### config.mk
export PLATFORM = sky130hd
export DESIGN_NAME = websocket_frame_deframer
export DESIGN_NICKNAME = d
export VERILOG_FILES = /design/src/wsd_pkg.sv /design/src/wsd_parser.sv /design/src/websocket_frame_deframer.sv
export VERILOG_INCLUDE_DIRS = /design/src /design/src/src
export SDC_FILE = /design/constraint.sdc
export NUM_CORES = 1
export LEC_CHECK = 0
export BUFFER_PORTS_ARGS = -buffer_cell sky130_fd_sc_hd__buf_2
export CORE_AREA = 4 4 199 201
export CTS_CLUSTER_SIZE = 24
export DETAILED_ROUTE_END_ITERATION = 7
export DIE_AREA = 0 0 203 205
export PLACE_DENSITY = 0.44
export SYNTH_ARGS = -nofsm -noshare
export SYNTH_HDL_FRONTEND = slang
export SYNTH_SLANG_ARGS = --single-unit
### constraint.sdc
create_clock -name clk_i -period 5 [get_ports clk_i]
set_input_delay 1.5 -clock clk_i [delete_from_list [all_inputs] [get_ports clk_i]]
set_output_delay 1.5 -clock clk_i [all_outputs]
set_load 0.05 [all_outputs]
### src/assert_macros.svh
// Assertion macros shared by the deframer RTL.
`ifndef ASSERT_MACROS_SVH
`define ASSERT_MACROS_SVH
`ifndef SYNTHESIS
// Property checked on the rising clock edge, switched off while the given reset is low.
`define WSD_ASSERT_CLK(lbl, clk, rstn, prop, msg) \
  lbl: assert property (@(posedge clk) disable iff (!rstn) prop) else $error(msg);
// Same check on the block's own clock and reset.
`define WSD_ASSERT(lbl, prop, msg) \
  `WSD_ASSERT_CLK(lbl, clk_i, rst_ni, prop, msg)
`else
`define WSD_ASSERT_CLK(lbl, clk, rstn, prop, msg)
`define WSD_ASSERT(lbl, prop, msg)
`endif
`endif

### src/wsd_pkg.sv
// Types and constants of the WebSocket frame deframer.
`default_nettype none
package wsd_pkg;

  // Default width of the payload length counter.
  localparam int unsigned LEN_BITS_DEF = 64;

  // Frame opcodes.
  localparam logic [3:0] OP_CONT  = 4'h0;
  localparam logic [3:0] OP_TEXT  = 4'h1;
  localparam logic [3:0] OP_BIN   = 4'h2;
  localparam logic [3:0] OP_CLOSE = 4'h8;
  localparam logic [3:0] OP_PING  = 4'h9;
  localparam logic [3:0] OP_PONG  = 4'hA;

  // Seven-bit length codes that announce an extended length.
  localparam logic [6:0] LEN7_EXT16 = 7'd126;
  localparam logic [6:0] LEN7_EXT64 = 7'd127;

  // Parser phases.
  typedef enum logic [2:0] {
    PH_HDR0    = 3'd0,
    PH_HDR1    = 3'd1,
    PH_EXT16   = 3'd2,
    PH_EXT64   = 3'd3,
    PH_MASK    = 3'd4,
    PH_PAYLOAD = 3'd5
  } phase_e;

  // Result status codes.
  typedef enum logic [1:0] {
    ST_OK       = 2'd0,
    ST_CLOSE    = 2'd1,
    ST_RESERVED = 2'd2
  } status_e;

  // One result item, with a flag saying whether the byte produced one.
  typedef struct packed {
    logic       valid;
    logic [7:0] data_byte;
    logic       has_byte;
    logic       kind;
    logic       frame_last;
    status_e    status;
  } wsd_res_t;

endpackage
`default_nettype wire

### src/wsd_parser.sv
// Frame header parser, unmasking and result generation for one byte per step.
`default_nettype none
module wsd_parser
  import wsd_pkg::*;
#(
  parameter int unsigned LENGTH_BITS = LEN_BITS_DEF
) (
  input  logic       clk_i,
  input  logic       rst_ni,
  input  logic       step_i,
  input  logic [7:0] byte_i,
  output wsd_res_t   res_o
);

  phase_e                 phase_q, phase_d;
  logic [3:0]             opcode_q, opcode_d;
  logic                   mask_on_q, mask_on_d;
  logic [2:0]             hcnt_q, hcnt_d;
  logic [LENGTH_BITS-1:0] len_q, len_d;
  logic                   ovf_q, ovf_d;
  logic [31:0]            key_q, key_d;
  logic [1:0]             idx_q, idx_d;
  logic                   halted_q, halted_d;

  // Start-of-payload request and the frame-result request.
  logic                   beg_go;
  logic [LENGTH_BITS-1:0] beg_len;
  logic                   beg_ovf;
  logic [LENGTH_BITS-1:0] beg_sat;
  logic                   fb_go;
  logic                   fb_has;
  logic [7:0]             fb_byte;
  logic                   fb_last;
  logic [7:0]             key_byte;
  logic [LENGTH_BITS-1:0] shifted;
  logic                   pay_last;

  // Length shift register for the extended length bytes.
  assign shifted = {len_q[LENGTH_BITS-9:0], byte_i};

  // Current key byte, first received key byte for index zero.
  always_comb begin
    case (idx_q)
      2'd0:    key_byte = key_q[31:24];
      2'd1:    key_byte = key_q[23:16];
      2'd2:    key_byte = key_q[15:8];
      default: key_byte = key_q[7:0];
    endcase
    if (!mask_on_q) begin
      key_byte = 8'h00;
    end
  end

  assign pay_last = (len_q[LENGTH_BITS-1:1] == '0);
  assign beg_sat  = beg_ovf ? {LENGTH_BITS{1'b1}} : beg_len;

  // Next state and result for the byte at the input register.
  always_comb begin
    phase_d  = phase_q;
    opcode_d = opcode_q;
    mask_on_d = mask_on_q;
    hcnt_d   = hcnt_q;
    len_d    = len_q;
    ovf_d    = ovf_q;
    key_d    = key_q;
    idx_d    = idx_q;
    halted_d = halted_q;
    beg_go   = 1'b0;
    beg_len  = len_q;
    beg_ovf  = ovf_q;
    fb_go    = 1'b0;
    fb_has   = 1'b0;
    fb_byte  = 8'h00;
    fb_last  = 1'b0;
    res_o    = '0;

    if (!halted_q) begin
      case (phase_q)
        PH_HDR0: begin
          opcode_d = byte_i[3:0];
          phase_d  = PH_HDR1;
        end
        PH_HDR1: begin
          mask_on_d = byte_i[7];
          hcnt_d    = 3'd0;
          key_d     = '0;
          len_d     = '0;
          ovf_d     = 1'b0;
          if (byte_i[6:0] == LEN7_EXT16) begin
            phase_d = PH_EXT16;
          end else if (byte_i[6:0] == LEN7_EXT64) begin
            phase_d = PH_EXT64;
          end else begin
            len_d = LENGTH_BITS'(byte_i[6:0]);
            if (byte_i[7]) begin
              phase_d = PH_MASK;
            end else begin
              beg_go  = 1'b1;
              beg_len = LENGTH_BITS'(byte_i[6:0]);
              beg_ovf = 1'b0;
            end
          end
        end
        PH_EXT16, PH_EXT64: begin
          len_d = shifted;
          ovf_d = ovf_q | (len_q[LENGTH_BITS-1:LENGTH_BITS-8] != 8'h00);
          if (hcnt_q == ((phase_q == PH_EXT16) ? 3'd1 : 3'd7)) begin
            hcnt_d = 3'd0;
            if (mask_on_q) begin
              phase_d = PH_MASK;
            end else begin
              beg_go  = 1'b1;
              beg_len = shifted;
              beg_ovf = ovf_d;
            end
          end else begin
            hcnt_d = hcnt_q + 3'd1;
          end
        end
        PH_MASK: begin
          key_d = {key_q[23:0], byte_i};
          if (hcnt_q == 3'd3) begin
            beg_go = 1'b1;
          end else begin
            hcnt_d = hcnt_q + 3'd1;
          end
        end
        PH_PAYLOAD: begin
          idx_d   = idx_q + 2'd1;
          len_d   = pay_last ? '0 : len_q - LENGTH_BITS'(1);
          if (pay_last) begin
            phase_d = PH_HDR0;
          end
          fb_go   = 1'b1;
          fb_has  = 1'b1;
          fb_byte = byte_i ^ key_byte;
          fb_last = pay_last;
        end
        default: begin
          phase_d = PH_HDR0;
        end
      endcase

      // Start of the payload: saturate the length, empty frames end here.
      if (beg_go) begin
        len_d = beg_sat;
        ovf_d = 1'b0;
        idx_d = 2'd0;
        if (beg_sat == '0) begin
          phase_d = PH_HDR0;
          fb_go   = 1'b1;
          fb_last = 1'b1;
        end else begin
          phase_d = PH_PAYLOAD;
        end
      end

      // Result selection by frame opcode.
      if (fb_go) begin
        case (opcode_q)
          OP_CONT, OP_BIN: begin
            if (fb_has) begin
              res_o.valid      = 1'b1;
              res_o.data_byte  = fb_byte;
              res_o.has_byte   = 1'b1;
              res_o.frame_last = fb_last;
            end
          end
          OP_PING: begin
            res_o.valid      = 1'b1;
            res_o.kind       = 1'b1;
            res_o.has_byte   = fb_has;
            res_o.data_byte  = fb_has ? fb_byte : 8'h00;
            res_o.frame_last = fb_has ? fb_last : 1'b1;
          end
          OP_TEXT, OP_PONG: begin
            res_o.valid = 1'b0;
          end
          default: begin
            if (fb_last) begin
              res_o.valid      = 1'b1;
              res_o.frame_last = 1'b1;
              res_o.status     = (opcode_q == OP_CLOSE) ? ST_CLOSE : ST_RESERVED;
              halted_d         = 1'b1;
            end
          end
        endcase
      end
    end
  end

  // Parser state, updated once per consumed byte.
  always_ff @(posedge clk_i or negedge rst_ni) begin
    if (!rst_ni) begin
      phase_q   <= PH_HDR0;
      opcode_q  <= '0;
      mask_on_q <= 1'b0;
      hcnt_q    <= '0;
      len_q     <= '0;
      ovf_q     <= 1'b0;
      key_q     <= '0;
      idx_q     <= '0;
      halted_q  <= 1'b0;
    end else if (step_i) begin
      phase_q   <= phase_d;
      opcode_q  <= opcode_d;
      mask_on_q <= mask_on_d;
      hcnt_q    <= hcnt_d;
      len_q     <= len_d;
      ovf_q     <= ovf_d;
      key_q     <= key_d;
      idx_q     <= idx_d;
      halted_q  <= halted_d;
    end
  end

endmodule
`default_nettype wire

### src/websocket_frame_deframer.sv
// Top level of the WebSocket frame deframer: input register, parser and result register.
//
// Channel   Direction  Item                     Payload
// s_axis    in         one received byte        tdata[7:0] rx_byte
// m_axis    out        one result               tdata data_byte, status; tuser; tlast
//
// One byte is accepted every cycle when the result side keeps up.
// A result goes from the input register through the parser into the result register before m_axis shows it.
// Bytes that give no result clear the result valid flag but load no data into the result register.
// A stall on m_axis holds the result register; one more byte waits in the input register.
// Reset is asynchronous and active low; after a close or reserved opcode the block stays idle.
`default_nettype none
`include "assert_macros.svh"
module websocket_frame_deframer
  import wsd_pkg::*;
#(
  parameter int unsigned LENGTH_BITS = LEN_BITS_DEF
) (
  input  logic        clk_i,
  input  logic        rst_ni,
  input  logic        s_axis_tvalid,
  output logic        s_axis_tready,
  input  logic [7:0]  s_axis_tdata,   // [7:0] rx_byte
  output logic        m_axis_tvalid,
  input  logic        m_axis_tready,
  output logic [15:0] m_axis_tdata,   // [7:0] data_byte, [9:8] status, [15:10] zero
  output logic [1:0]  m_axis_tuser,   // [0] has_byte, [1] kind
  output logic        m_axis_tlast    // frame_last
);

  logic       in_vld_q;
  logic [7:0] in_byte_q;
  logic       adv;
  wsd_res_t   res;
  logic       out_vld_q;
  wsd_res_t   out_q;
  logic       out_hs;
  logic       out_err;
  logic       out_nobyte;

  // The parser consumes the held byte once the result register can take a result.
  assign adv           = in_vld_q && (!out_vld_q || m_axis_tready);
  assign s_axis_tready = !in_vld_q || adv;

  // Input register.
  always_ff @(posedge clk_i or negedge rst_ni) begin
    if (!rst_ni) begin
      in_vld_q <= 1'b0;
    end else if (s_axis_tready) begin
      in_vld_q <= s_axis_tvalid;
    end
  end

  always_ff @(posedge clk_i) begin
    if (s_axis_tvalid && s_axis_tready) begin
      in_byte_q <= s_axis_tdata;
    end
  end

  wsd_parser #(
    .LENGTH_BITS(LENGTH_BITS)
  ) u_parser (
    .clk_i (clk_i),
    .rst_ni(rst_ni),
    .step_i(adv),
    .byte_i(in_byte_q),
    .res_o (res)
  );

  // Result register.
  always_ff @(posedge clk_i or negedge rst_ni) begin
    if (!rst_ni) begin
      out_vld_q <= 1'b0;
    end else if (adv) begin
      out_vld_q <= res.valid;
    end else if (m_axis_tready) begin
      out_vld_q <= 1'b0;
    end
  end

  always_ff @(posedge clk_i) begin
    if (adv && res.valid) begin
      out_q <= res;
    end
  end

  assign m_axis_tvalid = out_vld_q;
  assign m_axis_tdata  = {6'b000000, 2'(out_q.status), out_q.data_byte};
  assign m_axis_tuser  = {out_q.kind, out_q.has_byte};
  assign m_axis_tlast  = out_q.frame_last;

  // Shorthands for the output checks below.
  assign out_hs     = m_axis_tvalid && m_axis_tready;
  assign out_err    = m_axis_tvalid && (m_axis_tdata[9:8] != ST_OK);
  assign out_nobyte = m_axis_tvalid && !m_axis_tuser[0];

  // An error result ends its frame and carries no byte.
  `WSD_ASSERT(a_err_last, out_err |-> m_axis_tlast && !m_axis_tuser[0], "error not at frame end")
  // Once an error result has been taken, nothing more comes out.
  `WSD_ASSERT(a_halt_quiet, out_hs && out_err |=> !m_axis_tvalid, "result after halt")
  // A byteless result is always the last of its frame.
  `WSD_ASSERT(a_marker_last, out_nobyte |-> m_axis_tlast, "byteless result not at frame end")
  // A byteless result carries a zero data byte.
  `WSD_ASSERT(a_marker_zero, out_nobyte |-> (m_axis_tdata[7:0] == 8'h00), "stray data byte")

endmodule
`default_nettype wire
==> impl_results.rst <==
.. list-table::
   :header-rows: 1

   * - Metric
     - Value
   * - Ordered list of cells on the worst path
     - nor3_1, o2111ai_1, o311ai_4, buf_4, o21ai_4, a221oi_1, nand4b_2, o21ai_1, buf_4
   * - Number of DRC violations after detailed routing
     - 0
   * - H-Tree Level Count
     - 4
   * - Largest stage delay on the critical path
     - around 560 ps
   * - Std cell rows
     - a little over 70
   * - Detail-routed net length per standard cell
     - 21.5 um
   * - Share of the yosys chip area belonging to registers
     - between 30% and 40%
   * - CTS root buffer
     - clkbuf_16
   * - Slew HR
     - between 20 and 25%
   * - Element type at the critical path end
     - register
   * - Overall power consumption
     - ~0.0064 W
   * - Drt via density
     - roughly 5.7
   * - Count of input and output buffers
     - 26
   * - Chip Height
     - about 210 um
   * - Setup tns final
     - 0 ps
   * - Share of final-layout standard cells stronger than drive strength 1
     - 12.0%
   * - Layout area overhead
     - 13.5%
   * - Via count of the first global-routing pass
     - 8,508
   * - # clock sinks
     - approximately 130
   * - Number of antenna cells inserted
     - 0
   * - Hold crit path type
     - reg2reg
   * - Clock tree from TritonCTS
     - yes
   * - Classification of the worst setup path
     - reg2reg
   * - First-pass GRT wire length
     - between 50 and 60 mm
   * - CTS max path bufs
     - 2
   * - Hold_buf cts
     - 0
   * - Number of top-level design ports
     - 33
   * - Overflow left after global routing
     - 0
   * - Flop and latch count out of synthesis
     - roughly 130
   * - Largest net degree at the start of global routing
     - 63
   * - Detailed-router iteration count before antenna repair
     - 6
   * - Top-area cell type share of the netlist area
     - 31.4%
   * - PwrDens
     - 630 nW/um2
   * - Count of endpoints failing setup in the final report
     - 0
   * - Max-slew violation count
     - 0
   * - Prevailing post-synth register cell
     - dfrtp_1
   * - CP max FO
     - 39
   * - Arr. time, crit path
     - around 4000 ps
   * - Violation count after the first detailed-route iteration
     - just over 900
   * - Count of unique library cells instantiated by Yosys
     - a little under 80
   * - CTS buffer count
     - 17
   * - Resized cells post-CTS
     - 0
   * - IR drop worst, VDD
     - between 200 and 250 uV
   * - Most Frequent Cell on Critical Path
     - buf_4
   * - Half-perimeter wire length after placement
     - 22.0 mm
   * - Number of antenna violations at the first check in global routing
     - 0
   * - Global-route total usage across every layer
     - 15.9%
   * - Effective utilization at floorplan
     - between 20% and 30%
   * - Max-cap violations
     - 0
   * - Synthesized area divided by synthesized cell count
     - ~8.6 um2
   * - Number of endpoints with negative hold slack in the final report
     - 0
   * - Insertion delay to the later sink of the worst-skew pair
     - approximately 450 ps
   * - Startpoint types
     - register
   * - Post-CTS Setup Inserts
     - 0
   * - Placeable core region
     - between 30,000 and 40,000 um2
   * - EDFF count, synth
     - 21
   * - Post-synthesis instance total
     - around 1,000
   * - Required time of the critical path
     - a little over 5000 ps
   * - FFs w/ async S/R, synth
     - between 80% and 90%
   * - Final Net Count
     - between 1,000 and 1,500
   * - Final RePlAce weighted congestion
     - 0.825
   * - Timing-limited maximum frequency
     - between 0.2 and 0.3 GHz
   * - Cell types with the largest area share after synthesis
     - dfrtp_1 (31%), a221oi_1 (7.2%), edfxtp_1 (7.0%)
   * - Transition time of the tightest slew-check pin
     - 1160 ps
   * - Floorplan die area
     - roughly 42,000 um2
   * - Number of warnings reported in the yosys synthesis log
     - 0
   * - Period utilization
     - between 70% and 80%
   * - Antenna Nets Post-Route
     - 0
   * - Unrepaired setup endpoints after global routing
     - no
   * - Final critical delay including setup and external delays
     - roughly 3800 ps
   * - Total wire length
     - between 30 and 40 mm
   * - Result of the run
     - finished clean
   * - Library cell with the largest summed area after synthesis
     - dfrtp_1
   * - Core Util, Final
     - 27.2%
   * - Total vias in the final route
     - a little under 9,000
   * - Cell area after synthesis
     - around 9000 um2
   * - Cell with the largest stage delay on the worst path
     - a221oi_1
   * - Die W
     - between 200 and 250 um
   * - Worst-path clk slew
     - roughly 70 ps
   * - P_leak
     - 3.82 nW
   * - Worst Skew
     - about 17 ps
[worst max-delay path: cells and delay by family (launching register included)]
family	cells	cell delay (ps)
buffers and inverters	2	720
AO/OA/AOI/OAI	5	1570
AND/OR/NAND/NOR	2	670
flip-flops	1	530
[layer usage]
metal  wire, um  global-route usage, %  vias to the layer above  share of wire, %
li1           -                      -                     3980                 -
met1      14900                   22.1                     4363                45
met2      15300                   25.1                      335                47
met3       2050                   3.04                       44               6.2
met4        632                   4.80                        0               1.9
met5          0                      0                        -                 0
[area by class of cell]
cell class,count,area (um2)
sequential,134,3460
multi-input combinational,776,5070
tap,511,639
inverter,22,82.6
fill,3991,27400
timing repair buffer,53,373
clock inverter,15,171
clock buffer,17,425
[path summary, 6_finish.rpt]
path | from | to | slack (ps) | cells after the start
worst min-delay path | u_parser.key_q[28] | u_parser.key_q[28] | 500 | 1
min in group asynchronous | rst_ni | u_parser.key_q[30] | 1170 | 1
worst max-delay path | u_parser.phase_q[0] | m_axis_tdata[1] | 1170 | 9
worst max register to register | u_parser.phase_q[0] | m_axis_tdata[1] | 1170 | 9
worst min register to register | u_parser.key_q[28] | u_parser.key_q[28] | 500 | 1
max in group asynchronous | rst_ni | u_parser.len_q[30] | 2980 | 2
[cells in the final DEF (no fill, tap or decap), drive strengths merged, types with 17 or more instances in the layout]
cell type  count
inv           35
nor4          31
a22o          37
edfxtp        21
o21ai         74
a21oi         66
nand2         84
dfrtp        113
o31ai         44
buf           53
a221oi        74
nor3          39
clkbuf        17
nor2          92
[cells by family (layout without fill, tap and decap cells)]
logic type      Yosys count  count (layout)  share of synthesized area [%]
buf+inv                 139             107                           6.47
compound gates          408             408                           32.7
other cells               1               6                         0.0416
simple gates            333             333                           19.1
fa+ha+maj                 7               7                          0.972
flops                   134             134                           38.4
xor+xnor                 14              14                           1.36
mux                       8               8                          0.972
[synthesized netlist by cell type (all sizes together), types with 4 or more instances]
library cell,instances
nor2,92
a22o,37
nand2b,10
a21oi,66
a211oi,16
and2,6
and3,8
o211ai,6
xor2,10
or3,6
a21o,5
o31ai,44
nand3,14
nor3b,5
nor3,39
edfxtp,21
a31oi,16
a22oi,4
o31a,7
inv,22
or4,5
o2bb2ai,5
nor2b,5
nand2,84
ha,7
o21ai,74
buf,39
nand4,14
mux2,6
xnor2,4
dfrtp,113
a222oi,8
nor4,31
a221o,6
o32ai,9
a221oi,74
clkbuf,78
o21a,6
[power breakdown]
| part | leakage [nW] | internal (W) | switching, W |
|---|---|---|---|
| clock network | 0.295 | 0.000720 | 0.000613 |
| logic | 1.84 | 0.00106 | 0.00181 |
| registers | 1.69 | 0.00146 | 0.000788 |
| total | 3.82 | 0.00323 | 0.00321 |
[through the flow]
| step | instance area [um2] | setup slack, ps | hold WS (ps) | cells |
|---|---|---|---|---|
| after floorplan | 9020 | 1260 | 467 | 1049 |
| after global routing | 10200 | 911 | 516 | 1528 |
| final | 10200 | 1170 | 505 | 1528 |
| after global placement | 9620 | 1180 | 485 | 1496 |
| after CTS | 10200 | 1170 | 506 | 1528 |
| after detailed placement | 9620 | 1160 | 488 | 1496 |
[flip-flops by register name, summed over array words and instances (netlist names)]
name,flops
u_parser.key_q,32
u_parser.mask_on_q,1
m_axis_tuser,2
m_axis_tlast,1
m_axis_tvalid,1
u_parser.len_q,64
u_parser.hcnt_q,3
in_vld_q,1
u_parser.ovf_q,1
u_parser.opcode_q,4
m_axis_tdata,10
u_parser.phase_q,3
u_parser.idx_q,2
u_parser.halted_q,1
in_byte_q,8
(Power assumes the default switching activity.)
